--- src/rtl/escs_pkg.sv ---
// Package: shared types and constants of the event scheduler clock slicer.
package escs_pkg;

   localparam int ACTION_W   = 2;
   localparam int KIND_W     = 3;
   localparam int TIME_W     = 64;
   localparam int DELAY_W    = 32;
   localparam int HANDLER_W  = 8;
   localparam int PARAM_W    = 64;
   localparam int MAIN_W     = 8;
   localparam int HALF_W     = 8;
   localparam int SEVENTH_W  = 6;
   localparam int HREM_W     = 2;
   localparam int SREM_W     = 3;
   localparam int REQ_DATA_W = 112;
   localparam int RSP_DATA_W = 96;
   localparam int MAX_FIRE   = 16;

   localparam logic [ACTION_W-1:0] ACT_ADD     = 2'd0;
   localparam logic [ACTION_W-1:0] ACT_SLICE   = 2'd1;
   localparam logic [ACTION_W-1:0] ACT_ADVANCE = 2'd2;
   localparam logic [ACTION_W-1:0] ACT_UNUSED  = 2'd3;

   localparam logic [KIND_W-1:0] KIND_SLICE = 3'd0;
   localparam logic [KIND_W-1:0] KIND_FIRED = 3'd1;
   localparam logic [KIND_W-1:0] KIND_ADDED = 3'd2;
   localparam logic [KIND_W-1:0] KIND_FULL  = 3'd3;
   localparam logic [KIND_W-1:0] KIND_NONE  = 3'd4;

   localparam logic [TIME_W-1:0] IDLE_DUE = 64'h7FFF_FFFF_0000_0000;
   localparam logic [7:0] SLICE_LIMIT_RESET = 8'd64;

   // controller -> datapath commands
   typedef struct packed {
      logic load_req;    // capture the accepted transaction
      logic do_add;      // write slot, lower nearest due
      logic do_slice;    // commit slice counts
      logic do_advance;  // add pending counts
      logic scan_start;  // open the slot scan
      logic scan_step;   // look at one slot
      logic scan_done;   // commit the recomputed nearest due
      logic fire;        // clear the slot currently fired
   } escs_cmd_type;

   // datapath -> controller status
   typedef struct packed {
      logic reached;     // main count has reached nearest due
      logic slot_due;    // current scanned slot fires
      logic last_slot;   // current scan index is the final slot
      logic have_free;   // a slot is free
   } escs_stat_type;

endpackage

--- src/rtl/event_scheduler_clock_slicer_unit.sv ---
// Top level of the event scheduler clock slicer.
// One transaction at a time; a new request is taken the cycle after the
// final result of the previous one has been accepted. An add gives its
// result from the decode state; a slice goes on through a done state, and
// an advance that does not reach the nearest due time through a check
// state. An advance that reaches it scans every slot of a registered-read
// table, the scan holding while a result waits. Results of one advance
// form a run closed by tlast; a fired result is held back until the next
// due slot or the end of the scan is seen, so tlast is known when it is
// presented.
module event_scheduler_clock_slicer_unit #(
   parameter int EVENT_SLOTS = 16
) (
   input  logic         clock,
   input  logic         reset,
   input  logic         req_tvalid,
   output logic         req_tready,
   input  logic [111:0] req_tdata,   // action, delay_cycles, handler_id, event_param
   output logic         rsp_tvalid,
   input  logic         rsp_tready,
   output logic [95:0]  rsp_tdata,   // main_slice, half_slice, seventh_slice, fired_handler,
                                     // fired_param, zero pad
   output logic [2:0]   rsp_tuser,   // result_kind
   output logic         rsp_tlast,   // last
   input  logic         csr_psel,
   input  logic         csr_penable,
   input  logic         csr_pwrite,
   input  logic [1:0]   csr_paddr,
   input  logic [31:0]  csr_pwdata,
   output logic [31:0]  csr_prdata,
   output logic         csr_pready
);
   import escs_pkg::*;

   escs_cmd_type  cmd;
   escs_stat_type stat;
   logic [7:0] limit_ff;
   logic [2:0] kind, kind_s;
   logic last_i, fired;
   logic [7:0] ms, hs, fh;
   logic [5:0] ss;
   logic [63:0] fp;

   assign csr_pready = 1'b1;
   assign csr_prdata = (csr_paddr == 2'd0) ? {24'd0, limit_ff} : 32'd0;
   always_ff @(posedge clock) begin
      if (reset) limit_ff <= SLICE_LIMIT_RESET;
      else if (csr_psel && csr_penable && csr_pwrite && csr_paddr == 2'd0)
         limit_ff <= csr_pwdata[7:0];
   end

   escs_ctrl u_ctrl (
      .clock(clock), .reset(reset),
      .req_tvalid(req_tvalid), .req_tready(req_tready),
      .req_action(req_tdata[1:0]),
      .rsp_tvalid(rsp_tvalid), .rsp_tready(rsp_tready),
      .rsp_kind(kind), .rsp_last(last_i), .rsp_fired(fired),
      .cmd(cmd), .stat(stat)
   );

   escs_datapath #(.EVENT_SLOTS(EVENT_SLOTS)) u_dp (
      .clock(clock), .reset(reset), .cmd(cmd), .stat(stat),
      .req_tdata(req_tdata), .slice_limit(limit_ff),
      .rsp_kind_slice(kind_s), .main_slice(ms), .half_slice(hs),
      .seventh_slice(ss), .fired_handler(fh), .fired_param(fp)
   );

   wire slice_out = (kind == kind_s) && !fired;
   assign rsp_tuser = kind;
   assign rsp_tlast = last_i;
   assign rsp_tdata = {2'b0, fired ? fp : 64'd0, fired ? fh : 8'd0,
                       slice_out ? ss : 6'd0, slice_out ? hs : 8'd0,
                       slice_out ? ms : 8'd0};

   a_one_side: assert property (@(posedge clock) disable iff (reset)
      rsp_tvalid |-> !req_tready) else $error("accepting while result pending");
   a_hold: assert property (@(posedge clock) disable iff (reset)
      rsp_tvalid && !rsp_tready |=> $stable(rsp_tdata)) else $error("result changed");
   a_added: assert property (@(posedge clock) disable iff (reset)
      rsp_tvalid && rsp_tuser == KIND_ADDED |-> rsp_tlast) else $error("add run");
endmodule

--- src/rtl/escs_ram.sv ---
// Generic simple dual-port RAM (one write port, one read port) with registered read.
module escs_ram #(
   parameter int WIDTH = 8,
   parameter int DEPTH = 16
) (
   input  logic                     clock,
   input  logic                     we,
   input  logic [$clog2(DEPTH)-1:0] waddr,
   input  logic [WIDTH-1:0]         wdata,
   input  logic [$clog2(DEPTH)-1:0] raddr,
   output logic [WIDTH-1:0]         rdata
);
   logic [WIDTH-1:0] mem_ff [DEPTH];

   always_ff @(posedge clock) begin
      if (we) begin
         mem_ff[waddr] <= wdata;
      end
      rdata <= mem_ff[raddr];
   end
endmodule

--- src/rtl/escs_datapath.sv ---
// Datapath: counters, slice arithmetic, slot table and scan.
module escs_datapath #(
   parameter int EVENT_SLOTS = 16
) (
   input  logic                         clock,
   input  logic                         reset,
   input  escs_pkg::escs_cmd_type       cmd,
   output escs_pkg::escs_stat_type      stat,
   input  logic [111:0]                 req_tdata,
   input  logic [7:0]                   slice_limit,
   output logic [2:0]                   rsp_kind_slice,
   output logic [7:0]                   main_slice,
   output logic [7:0]                   half_slice,
   output logic [5:0]                   seventh_slice,
   output logic [7:0]                   fired_handler,
   output logic [63:0]                  fired_param
);
   import escs_pkg::*;

   localparam int IDX_W = $clog2(EVENT_SLOTS);
   localparam int SLOT_W = TIME_W + HANDLER_W + PARAM_W;
   localparam int FCNT_W = $clog2(MAX_FIRE + 1);

   logic [DELAY_W-1:0]   delay_ff;
   logic [HANDLER_W-1:0] handler_ff;
   logic [PARAM_W-1:0]   param_ff;
   logic [TIME_W-1:0] main_count_ff, half_count_ff, seventh_count_ff, nearest_ff, next_ff;
   logic [HREM_W-1:0] hrem_ff;
   logic [SREM_W-1:0] srem_ff;
   logic [MAIN_W-1:0] pm_ff;
   logic [HALF_W-1:0] ph_ff;
   logic [SEVENTH_W-1:0] ps_ff;
   logic [EVENT_SLOTS-1:0] valid_ff, valid_in;
   logic [IDX_W-1:0] idx_ff, free_idx;
   logic [FCNT_W-1:0] fire_cnt_ff;
   logic             have_free;
   logic [TIME_W-1:0] due_sum, delta;
   logic [MAIN_W-1:0] m;
   logic [HALF_W-1:0] h;
   logic [SEVENTH_W-1:0] s, s7;
   logic [HREM_W-1:0] hr;
   logic [SREM_W:0]   sr;
   logic [2:0]        m7;
   logic [SLOT_W-1:0] rd;
   logic [IDX_W-1:0]  raddr;
   logic [TIME_W-1:0] rd_due, next_val;
   logic              rd_fire;

   // first free slot
   always_comb begin
      free_idx = '0;
      have_free = 1'b0;
      for (int i = EVENT_SLOTS - 1; i >= 0; i--) begin
         if (!valid_ff[i]) begin
            free_idx = IDX_W'(i);
            have_free = 1'b1;
         end
      end
   end

   assign due_sum = main_count_ff + TIME_W'(delay_ff);
   assign delta = nearest_ff - main_count_ff;
   assign m = (nearest_ff > main_count_ff) ?
              ((delta < TIME_W'(slice_limit)) ? delta[MAIN_W-1:0] : slice_limit) : '0;
   // m/7 by reciprocal: (m*293)>>11 is exact for m < 256
   assign s7 = SEVENTH_W'((19'(m) * 19'd293) >> 11);
   assign m7 = 3'(m - MAIN_W'(s7) * 8'd7);
   always_comb begin
      h = {1'b0, m[MAIN_W-1:1]};
      hr = hrem_ff + HREM_W'(m[0]);
      if (hr == 2'd2) begin
         h = h + 8'd1;
         hr = '0;
      end
      s = s7;
      sr = {1'b0, srem_ff} + {1'b0, m7};
      if (sr >= 4'd7) begin
         s = s + 6'd1;
         sr = sr - 4'd7;
      end
   end

   // slot memory: scan reads at idx, registered; raddr is idx + 1 on a scan step, 0 on scan start
   assign raddr = cmd.scan_start ? '0 : (cmd.scan_step ? idx_ff + IDX_W'(1) : idx_ff);
   escs_ram #(.WIDTH(SLOT_W), .DEPTH(EVENT_SLOTS)) u_slots (
      .clock(clock),
      .we(cmd.do_add && have_free),
      .waddr(free_idx),
      .wdata({due_sum, handler_ff, param_ff}),
      .raddr(raddr),
      .rdata(rd)
   );
   assign rd_due = rd[SLOT_W-1 -: TIME_W];
   // firing stops once MAX_FIRE events have gone in this advance
   assign rd_fire = valid_ff[idx_ff] && (rd_due <= nearest_ff) &&
                    (fire_cnt_ff < FCNT_W'(MAX_FIRE));
   // running minimum over slots that stay valid, current slot included
   assign next_val = (valid_ff[idx_ff] && !rd_fire && rd_due < next_ff) ? rd_due : next_ff;

   always_comb begin
      valid_in = valid_ff;
      if (cmd.do_add && have_free) valid_in[free_idx] = 1'b1;
      if (cmd.fire) valid_in[idx_ff] = 1'b0;
   end

   always_ff @(posedge clock) begin
      if (reset) begin
         main_count_ff <= '0; half_count_ff <= '0; seventh_count_ff <= '0;
         hrem_ff <= '0; srem_ff <= '0; nearest_ff <= '0;
         pm_ff <= '0; ph_ff <= '0; ps_ff <= '0;
         valid_ff <= '0; idx_ff <= '0; next_ff <= IDLE_DUE;
         fire_cnt_ff <= '0;
      end else begin
         valid_ff <= valid_in;
         if (cmd.load_req) begin
            delay_ff <= req_tdata[ACTION_W +: DELAY_W];
            handler_ff <= req_tdata[ACTION_W+DELAY_W +: HANDLER_W];
            param_ff <= req_tdata[ACTION_W+DELAY_W+HANDLER_W +: PARAM_W];
         end
         if (cmd.do_add && have_free && due_sum < nearest_ff) nearest_ff <= due_sum;
         if (cmd.do_slice) begin
            pm_ff <= m; ph_ff <= h; ps_ff <= s;
            hrem_ff <= hr; srem_ff <= sr[SREM_W-1:0];
         end
         if (cmd.do_advance) begin
            main_count_ff <= main_count_ff + TIME_W'(pm_ff);
            half_count_ff <= half_count_ff + TIME_W'(ph_ff);
            seventh_count_ff <= seventh_count_ff + TIME_W'(ps_ff);
         end
         if (cmd.scan_start) begin
            idx_ff <= '0;
            next_ff <= IDLE_DUE;
            fire_cnt_ff <= '0;
         end else if (cmd.scan_step) begin
            next_ff <= next_val;
            idx_ff <= idx_ff + IDX_W'(1);
         end
         if (cmd.scan_done) nearest_ff <= next_val;
         if (cmd.fire) begin
            fired_handler <= rd[PARAM_W +: HANDLER_W];
            fired_param <= rd[PARAM_W-1:0];
            fire_cnt_ff <= fire_cnt_ff + FCNT_W'(1);
         end
      end
   end

   assign stat.reached   = main_count_ff >= nearest_ff;
   assign stat.slot_due  = rd_fire;
   assign stat.last_slot = (idx_ff == IDX_W'(EVENT_SLOTS - 1));
   assign stat.have_free = have_free;
   assign rsp_kind_slice = KIND_SLICE;
   assign main_slice = pm_ff;
   assign half_slice = ph_ff;
   assign seventh_slice = ps_ff;
endmodule

--- src/rtl/escs_ctrl.sv ---
// Controller: sequences transactions, the slot scan and the result stream.
module escs_ctrl (
   input  logic                    clock,
   input  logic                    reset,
   input  logic                    req_tvalid,
   output logic                    req_tready,
   input  logic [1:0]              req_action,
   output logic                    rsp_tvalid,
   input  logic                    rsp_tready,
   output logic [2:0]              rsp_kind,
   output logic                    rsp_last,
   output logic                    rsp_fired,
   output escs_pkg::escs_cmd_type  cmd,
   input  escs_pkg::escs_stat_type stat
);
   import escs_pkg::*;

   typedef enum logic [2:0] {
      S_IDLE, S_DECODE, S_SCAN, S_HOLD, S_ADV_CHECK, S_DONE_OUT
   } state_type;

   state_type state_ff;
   logic [1:0] act_ff;
   logic [2:0] kind_ff;
   logic last_ff, valid_ff, held_ff;
   logic rsp_take;

   assign rsp_take = valid_ff && rsp_tready;
   assign req_tready = (state_ff == S_IDLE) && !valid_ff;
   assign rsp_tvalid = valid_ff;
   assign rsp_kind = kind_ff;
   assign rsp_last = last_ff;
   assign rsp_fired = (kind_ff == KIND_FIRED);

   always_comb begin
      cmd = '0;
      cmd.load_req = req_tvalid && req_tready;
      case (state_ff)
         S_DECODE: begin
            cmd.do_add = (act_ff == ACT_ADD);
            cmd.do_slice = (act_ff == ACT_SLICE);
            cmd.do_advance = (act_ff == ACT_ADVANCE);
         end
         S_ADV_CHECK: cmd.scan_start = stat.reached;
         S_SCAN: begin
            // scan stands still while a result waits and while a held fired result goes out
            if (!valid_ff && !(stat.slot_due && held_ff)) begin
               cmd.scan_step = !stat.last_slot;
               cmd.fire = stat.slot_due;
               cmd.scan_done = stat.last_slot;
            end
         end
         default: ;
      endcase
   end

   always_ff @(posedge clock) begin
      if (reset) begin
         state_ff <= S_IDLE;
         valid_ff <= 1'b0;
         act_ff <= ACT_ADD;
         kind_ff <= KIND_SLICE;
         last_ff <= 1'b0;
         held_ff <= 1'b0;
      end else begin
         if (rsp_take) valid_ff <= 1'b0;
         case (state_ff)
            S_IDLE: begin
               if (req_tvalid && req_tready) begin
                  act_ff <= req_action;
                  state_ff <= (req_action == ACT_UNUSED) ? S_IDLE : S_DECODE;
               end
            end
            S_DECODE: begin
               case (act_ff)
                  ACT_ADD: begin
                     kind_ff <= stat.have_free ? KIND_ADDED : KIND_FULL;
                     last_ff <= 1'b1; valid_ff <= 1'b1; state_ff <= S_IDLE;
                  end
                  ACT_SLICE: begin
                     state_ff <= S_DONE_OUT;
                  end
                  default: state_ff <= S_ADV_CHECK;
               endcase
            end
            S_DONE_OUT: begin
               kind_ff <= KIND_SLICE; last_ff <= 1'b1; valid_ff <= 1'b1;
               state_ff <= S_IDLE;
            end
            S_ADV_CHECK: begin
               held_ff <= 1'b0;
               if (stat.reached) begin
                  state_ff <= S_HOLD;
               end else begin
                  kind_ff <= KIND_NONE; last_ff <= 1'b1; valid_ff <= 1'b1;
                  state_ff <= S_IDLE;
               end
            end
            S_HOLD: state_ff <= S_SCAN; // RAM read latency
            S_SCAN: begin
               if (!valid_ff) begin
                  if (stat.slot_due && held_ff) begin
                     // another due slot follows: held result is not the last
                     kind_ff <= KIND_FIRED; last_ff <= 1'b0; valid_ff <= 1'b1;
                     held_ff <= 1'b0;
                  end else begin
                     if (stat.last_slot) held_ff <= 1'b0;
                     else if (stat.slot_due) held_ff <= 1'b1;
                     if (stat.last_slot) begin
                        kind_ff <= (stat.slot_due || held_ff) ? KIND_FIRED : KIND_NONE;
                        last_ff <= 1'b1; valid_ff <= 1'b1;
                        state_ff <= S_IDLE;
                     end
                  end
               end
            end
            default: state_ff <= S_IDLE;
         endcase
      end
   end
endmodule
--- config.mk ---
export PLATFORM = sky130hd
export DESIGN_NAME = event_scheduler_clock_slicer_unit
export DESIGN_NICKNAME = d
export VERILOG_FILES = /design/src/rtl/escs_pkg.sv /design/src/rtl/event_scheduler_clock_slicer_unit.sv /design/src/rtl/escs_ram.sv /design/src/rtl/escs_datapath.sv /design/src/rtl/escs_ctrl.sv
export SDC_FILE = /design/constraint.sdc
export NUM_CORES = 2
export LEC_CHECK = 0
export BUFFER_PORTS_ARGS = -buffer_cell sky130_fd_sc_hd__buf_4
export CORE_MARGIN = 2
export CORE_UTILIZATION = 25
export CTS_BUF_LIST = sky130_fd_sc_hd__clkbuf_4 sky130_fd_sc_hd__clkbuf_8 sky130_fd_sc_hd__clkbuf_16
export CTS_CLUSTER_SIZE = 8
export DETAILED_ROUTE_END_ITERATION = 10
export PLACE_DENSITY = 0.47
export SLEW_MARGIN = 20
export SYNTH_ARGS = -nofsm -noshare
export SYNTH_HDL_FRONTEND = slang
export SYNTH_SLANG_ARGS = --single-unit
--- constraint.sdc ---
create_clock -name clock -period 11.52 [get_ports clock]
set_input_delay 0 -clock clock [delete_from_list [all_inputs] [get_ports clock]]
set_output_delay 0 -clock clock [all_outputs]
set_load 0.02 [all_outputs]
**Word-level counts from Yosys, hierarchy flattened**

Memory sizes are Yosys's and may differ from the RTL's. A register that Yosys moved wholly into a read port is not among the register bits.
Index checks and enable logic that the tools add are counted.

- Register bits after elaboration: 439
- Bits in latches: 0
- Bits in writable memories: 2176
- Memory bits (read-only): 0
- Bits of input ports: 153
- Output and inout bits: 135
- Word-level logic and storage cells: 209
- Memories: 1

Memories:

| memory | depth | width | read ports | clocked after memory_dff | wr ports | RTL line | text |
|---|---|---|---|---|---|---|---|
| u_dp.u_slots.mem_ff | 16 | 136 | 1 | 1 | 1 | escs_ram.sv:13 | `logic [WIDTH-1:0] mem_ff [DEPTH];` |

- $add $sub $neg: 11
- Multiply operators: 2
- Divide/modulo/power cells: 0
- Order comparisons: 12
- Eq/ne operators: 19
- Shift operators: 0
- Mux-type cells: 99
- Bitwise operators: 4
- Reduce and logical (&&, ||, !) cells: 38

Operators by type and width:

| operator | count |
|---|---|
| 2-to-1 mux 64 bit | 4 |
| less-than comparator 64 bit | 2 |
| 2-to-1 mux 4 bit | 18 |
| adder 64 x 32 -> 64 bit | 1 |
| adder 64 x 8 -> 64 bit | 1 |
| greater-or-equal comparator 64 bit | 1 |
| > comparator 64 bit | 1 |
| less-or-equal comparator 64 bit | 1 |
| less-than comparator 64 x 8 -> 1 bit | 1 |
| subtractor 64 bit | 1 |
| 2-to-1 mux 8 bit | 7 |
| 2-to-1 mux 3 bit | 14 |
| 2-to-1 mux 1 bit | 39 |
| 2-to-1 mux 16 bit | 2 |
| logical AND 1 bit | 17 |
| multiplier 8 x 9 -> 17 bit (second input constant) | 1 |
| bitwise AND 16 bit | 1 |
| inverter 16 bit | 1 |
| OR 16 bit | 1 |
| one-hot mux 3 bit (5 select lines) | 1 |
| 2-to-1 mux 6 bit | 2 |
| one-hot mux 3 bit (4 select lines) | 1 |
| less-than comparator 4 x 5 -> 1 bit (second input constant) | 2 |
| 2-to-1 mux 5 bit | 2 |
| other kinds (40) | 63 |

**Depth between registers and ports, before layout**

- Word-level depth: 24
- Gate-level depth with buffers: 49

**Cells and area by module**

Synthesis repeated with hierarchy kept, for this count alone.

- Cell total of the unflattened synthesis: 7180
- Area total of the unflattened synthesis: 115848.6 um^2

By module, submodules not included:

| module | times used | cells each | area each (um^2) |
|---|---|---|---|
| escs_ram | 1 | 3548 | 84347.1 |
| escs_datapath | 1 | 3362 | 29513.3 |
| event_scheduler_clock_slicer_unit | 1 | 181 | 1311.3 |
| escs_ctrl | 1 | 89 | 676.9 |

**Worst setup path after synthesis**

OpenSTA, ideal clock, no wires.

- Kind: register -> register
- Start point: register u_dp.main_count_ff[0]
- End point: register u_dp.ps_ff[5], in the netlist u_dp.seventh_slice[5]
- Library setup time: 69 ps
- Arrival time: 10010 ps
- Path slack: 1441 ps
- Cell stages (with the launch flop): 49
- Path buffers: 2
- Clock period less this slack: 10079 ps
- Path through: dfxtp_1 -> ha_1 -> inv_1 -> fa_1 -> a21o_1 -> a31o_2 -> a21oi_1 -> xnor2_1 -> ha_1 -> a21o_1 -> a2111oi_0 -> and3_1 -> o2111ai_1 -> nor4b_1 -> and4_1 -> nand4_1 -> nor4b_2 -> and3_1 -> [13 not listed] -> nand2b_1 -> or4_1 -> o211ai_2 -> xnor2_1 -> fa_1 -> xor2_1 -> xnor2_1 -> xnor2_1 -> xnor2_1 -> ha_1 -> xor2_1 -> o21a_1 -> clkbuf_1 -> nand2b_1 -> nor2_1 -> nand4b_1 -> xor2_1 -> o21ai_1

- Word-level cells in the longest chain between the ends: 10

Ends and longest elaborated chain:

| element | RTL line | text |
|---|---|---|
| start, declared | escs_datapath.sv:27 | `logic [TIME_W-1:0] main_count_ff, half_count_ff, seventh_count_ff, nearest_ff, next_ff;` |
| start signal, assigned | escs_datapath.sv:126 | `main_count_ff <= main_count_ff + TIME_W'(pm_ff);` |
| subtractor 64 bit | escs_datapath.sv:62 | `assign delta = nearest_ff - main_count_ff;` |
| less-than comparator 64 x 8 -> 1 bit | escs_datapath.sv:64 | `((delta < TIME_W'(slice_limit)) ? delta[MAIN_W-1:0] : slice_limit) : '0;` |
| 2-to-1 mux 8 bit | escs_datapath.sv:64 |  |
| 2-to-1 mux 8 bit (*) | escs_datapath.sv:63 | `assign m = (nearest_ff > main_count_ff) ?` |
| via u_dp.m[7] | escs_datapath.sv:38 | `logic [MAIN_W-1:0] m;` |
| multiplier 8 x 9 -> 17 bit (*) | escs_datapath.sv:66 | `assign s7 = SEVENTH_W'((19'(m) * 19'd293) >> 11);` |
| multiplier 6 x 3 -> 3 bit | escs_datapath.sv:67 | `assign m7 = 3'(m - MAIN_W'(s7) * 8'd7);` |
| subtractor 3 bit | escs_datapath.sv:67 |  |
| adder 3 x 3 -> 4 bit | escs_datapath.sv:76 | `sr = {1'b0, srem_ff} + {1'b0, m7};` |
| greater-or-equal comparator 4 x 3 -> 1 bit | escs_datapath.sv:77 | `if (sr >= 4'd7) begin` |
| 2-to-1 mux 6 bit (*) | escs_datapath.sv:77 |  |
| end signal, assigned | escs_datapath.sv:122 | `pm_ff <= m; ph_ff <= h; ps_ff <= s;` |
| end, declared | escs_datapath.sv:32 | `logic [SEVENTH_W-1:0] ps_ff;` |

Mark *: on every way through the listed nets, which the timed path passes. The rest lies on a longest branch.
A chain may end at the register's enable or synchronous reset.

**Worst setup path in the final report**

- Start point: register u_dp.delay_ff[0]
- End point: register u_dp.nearest_ff[44]

- Word-level cells in the longest chain between the ends: 4

Ends and longest elaborated chain:

| element | RTL line | text |
|---|---|---|
| start, declared | escs_datapath.sv:24 | `logic [DELAY_W-1:0] delay_ff;` |
| start signal, assigned | escs_datapath.sv:116 | `delay_ff <= req_tdata[ACTION_W +: DELAY_W];` |
| adder 64 x 32 -> 64 bit | escs_datapath.sv:61 | `assign due_sum = main_count_ff + TIME_W'(delay_ff);` |
| via u_dp.due_sum[60] | escs_datapath.sv:37 | `logic [TIME_W-1:0] due_sum, delta;` |
| less-than comparator 64 bit | escs_datapath.sv:120 | `if (cmd.do_add && have_free && due_sum < nearest_ff) nearest_ff <= due_sum;` |
| logical AND 1 bit | escs_datapath.sv:120 |  |
| nonzero test 2 bit (no source line) | - |  |
| end signal, assigned | escs_datapath.sv:120 |  |
| end signal, assigned | escs_datapath.sv:138 | `if (cmd.scan_done) nearest_ff <= next_val;` |
| end, declared | escs_datapath.sv:27 |  |

The timed path passes the listed nets, and every way through them passes these cells. The select of a mux whose other input is x is not followed.

==> impl_metrics.toml <==
[floorplanning]
core_sq_um = 460000
ios = 288
start_util = 0.251
die_w_um = 683
core.rowCount = 249
die_h_um = 683
die_area_sq_um = 467000

[layout]
nFillCells = 45700
final_nets = 9061
mostFrequentLayoutCells = "2352 x edfxtp_1, 1174 x mux2i_1, 565 x o22ai_1"
final_cells = 15000
fin_util = 0.305
drive_gt1_frac = 0.140
layout_commonest_cell = "edfxtp_1"
syn2layout_area_growth_pct = 21.5
finish.instance_area_sq_um = 140000
multiInputGateArea_sq_um = 34500
ff_latch_area_sq_um = 78600

[synth]
synth_top_family_by_area = "multiplexers"
synth_simple_gate_area_share = 0.0586
yosysWarnings = 0
synth_top_cell_by_area = "edfxtp_1"
synth.yosys.seq_area_share = 0.681
synthXorXnorAreaFrac = 0.0130
synth_fa_ha_area_frac = 0.0395
synthMuxAreaShare = 0.107
synth_area_sq_um = 115000
async_reset_ff_frac = 0
ys_top_cells_by_area = "edfxtp_1 61%, mux2i_1 10%, dfxtp_1 6.9%"
yosysTopAreaCellShare = 0.612
synth-seq-cells = 2751
syn_inst = 7864
avgSynthCellArea_sq_um = 14.7
synth_cell_types = 94
synth-edff-count = 2352
synth_compound_area_frac = 0.0772
synth_ff_type = "edfxtp_1"

[cts]
clock-sinks = 2751
clock_latency_ps = 950
htreeDepth = 5
cts_tree = "built"
clkTransAtPathRegs_ps = 50
ctsRootBufferMaster = "clkbuf_16"
cts_inserted_buffers = 384
clk_path_buf_depth = 4
postCtsSetupBuffers = 0

[detailed_routing]
viasPerCell = 4.66
top_layer = "met5"
drt-wirelength-per-cell_um = 23.8
route.met2.wl_um = 178000
wl_met3_um = 14600
dr.pass1.iters = 6
drtAntennaViolNets = 0
drtIter0Drc = 5363
drcViolationCount = 0
vias = 70000
drt-met1-wl_um = 156000
routed_wl_um = 357000

[timing]
hold_slack_ps = 124
layout_setup_ws_ps = 639
finClkSkew_ps = 84.4
worst_slew_pin_slew_ps = 1150
final.period_utilization = 0.945
min_period_ps = 10880
fin_tns_setup_ps = 0
setup_viol_count_final = 0
hold_violations = 0
slew_headroom = 0.234
rsz0062_at_grt = "no"
maxSlewViolCount = 0
max_clock_freq_mhz = 91.9

[critical_path]
path_max_fanout = 29
startpoint_type = "register"
critical_path.max_stage_delay_ps = 750
worst_path_most_repeated_cell = "buf_4"
path_class = "register to register"
required_ps = 12290
critPathSlowestCell = "nor4_1"
critPathArrivalTime_ps = 11650
endpoint_kind = "register"

[grt]
grt_max_degree = 129
grt_usage = 0.147
grt_pass1_wl_um = 513000
antenna_found_initial = 11
grt_pass1_vias = 72100
grt_remaining_overflow = 0

[pwr]
leakage_nw = 46.6
switching_share = 0.225
vdd_drop_max_mv = 0.119
pwr-share-comb = 0.062
share_seq_of_total_power = 0.466
p_int_mw = 18.5
powerDensity_nw_per_um2 = 170
power_mw = 23.8
pwr-share-clk = 0.472
power.switching_mw = 5.35

[placement]
hpwl_um = 204000
portBuffers = 230
dp.cells = 14100
place_area_sq_um = 125000
dpl_worst_slack_ps = 633
place.gp.congestion = 0.880

[job]
cap_violations = 0

[run_status]
status = "finished, final reports clean"

[min_path]
hold_path.class = "input port to register"
## critical path, delay by kind of cell, from the launching register on
kind / cells / cell delay [ps]
AOI/OAI and AO/OA: 18 / 5260
xor gates and xnor gates: 1 / 350
adders and majority gates: 3 / 1050
and+or+nand+nor: 8 / 2240
buffers and inverters: 5 / 1380
DFF: 1 / 410
## cell usage after synthesis, drive strengths merged (7+ instances only)
| cell | n |
|---|---|
| edfxtp | 2352 |
| mux2i | 1175 |
| o22ai | 565 |
| dfxtp | 399 |
| ha | 348 |
| nor2 | 312 |
| inv | 286 |
| nand2 | 262 |
| a21oi | 254 |
| clkbuf | 252 |
| o21ai | 145 |
| buf | 141 |
| or4 | 140 |
| xnor2 | 139 |
| and2 | 114 |
| a21o | 98 |
| nand4 | 92 |
| nand3 | 77 |
| nor3 | 71 |
| nand2b | 66 |
| a211oi | 57 |
| a22oi | 55 |
| nor2b | 43 |
| mux2 | 42 |
| or3 | 34 |
| o21a | 32 |
| xor2 | 31 |
| nor4 | 27 |
| a31oi | 21 |
| and3 | 20 |
| o21bai | 16 |
| o211ai | 12 |
| fa | 10 |
| nand3b | 10 |
| o31ai | 10 |
| a2111oi | 9 |
| a21boi | 9 |
| a311oi | 9 |
| o2111ai | 9 |
| a222oi | 7 |
| a2bb2oi | 7 |
| o211a | 7 |
| or2 | 7 |
## final timing paths
kind	slack [ps]	depth (start not counted)	start	end
worst max-delay path	640	35	u_dp.delay_ff[0]	u_dp.nearest_ff[44]
worst min-delay path	120	3	reset	u_dp.srem_ff[2]
worst max register to register	640	35	u_dp.delay_ff[0]	u_dp.nearest_ff[44]
worst min register to register	400	0	u_dp.u_slots.rdata[36]	u_dp.fired_param[36]
## registers in the layout, summed over array words and instances (netlist names), 4 cells and up
register	count
u_dp.next_ff	64
u_dp.main_slice	8
u_dp.u_slots.mem_ff	2176
u_dp.nearest_ff	64
u_dp.handler_ff	8
u_dp.param_ff	64
u_dp.half_slice	8
u_dp.fire_cnt_ff	5
u_dp.main_count_ff	64
u_dp.u_slots.rdata	136
u_dp.valid_ff	16
limit_ff	8
u_dp.fired_param	64
u_dp.delay_ff	32
u_dp.seventh_slice	6
u_dp.fired_handler	8
u_dp.idx_ff	4
## cells by family after synthesis
group,after synthesis
AO/OA/AOI/OAI,1385
XOR/XNOR,170
adder cells (fa/ha/maj),358
buffers and inverters,682
flip-flops,2751
multiplexers,1222
other,2
AND/OR/NAND/NOR,1294
## layer usage
metal	global-route usage	up-vias
met2	0.261	1639
met1	0.190	36000
met4	0.0360	2
met3	0.0185	492
met5	0	-
li1	-	31800
## power groups by stage
stage / Sequential (mW) / Clock, mW / Combinational [mW]
after floorplan: 11.2 / 0 / 0.859
after global placement: 11.3 / 0 / 1.41
after detailed placement: 11.3 / 0 / 1.41
after CTS: 11.1 / 11.6 / 1.48
after global routing: 11.1 / 12.0 / 1.60
final: 11.1 / 11.3 / 1.47
## what timing repair did
action,4_1_cts,5_1_grt
gates resized for setup,0,4
endpoints found under the setup margin,0,7
endpoints found under the hold margin,186,0
hold buffers,252,0
## cell type report
| cell class | count | share of cell area |
|---|---|---|
| sequential | 2751 | 0.561 |
| tap | 6149 | 0.0549 |
| timing repair buffer | 668 | 0.0428 |
| clock inverter | 26 | 0.00377 |
| clock buffer | 668 | 0.0842 |
| inverter | 289 | 0.00774 |
| multi-input combinational | 4456 | 0.246 |
| antenna | 5 | 0.0000892 |
No activity file was read; power rests on OpenSTA's default activity.
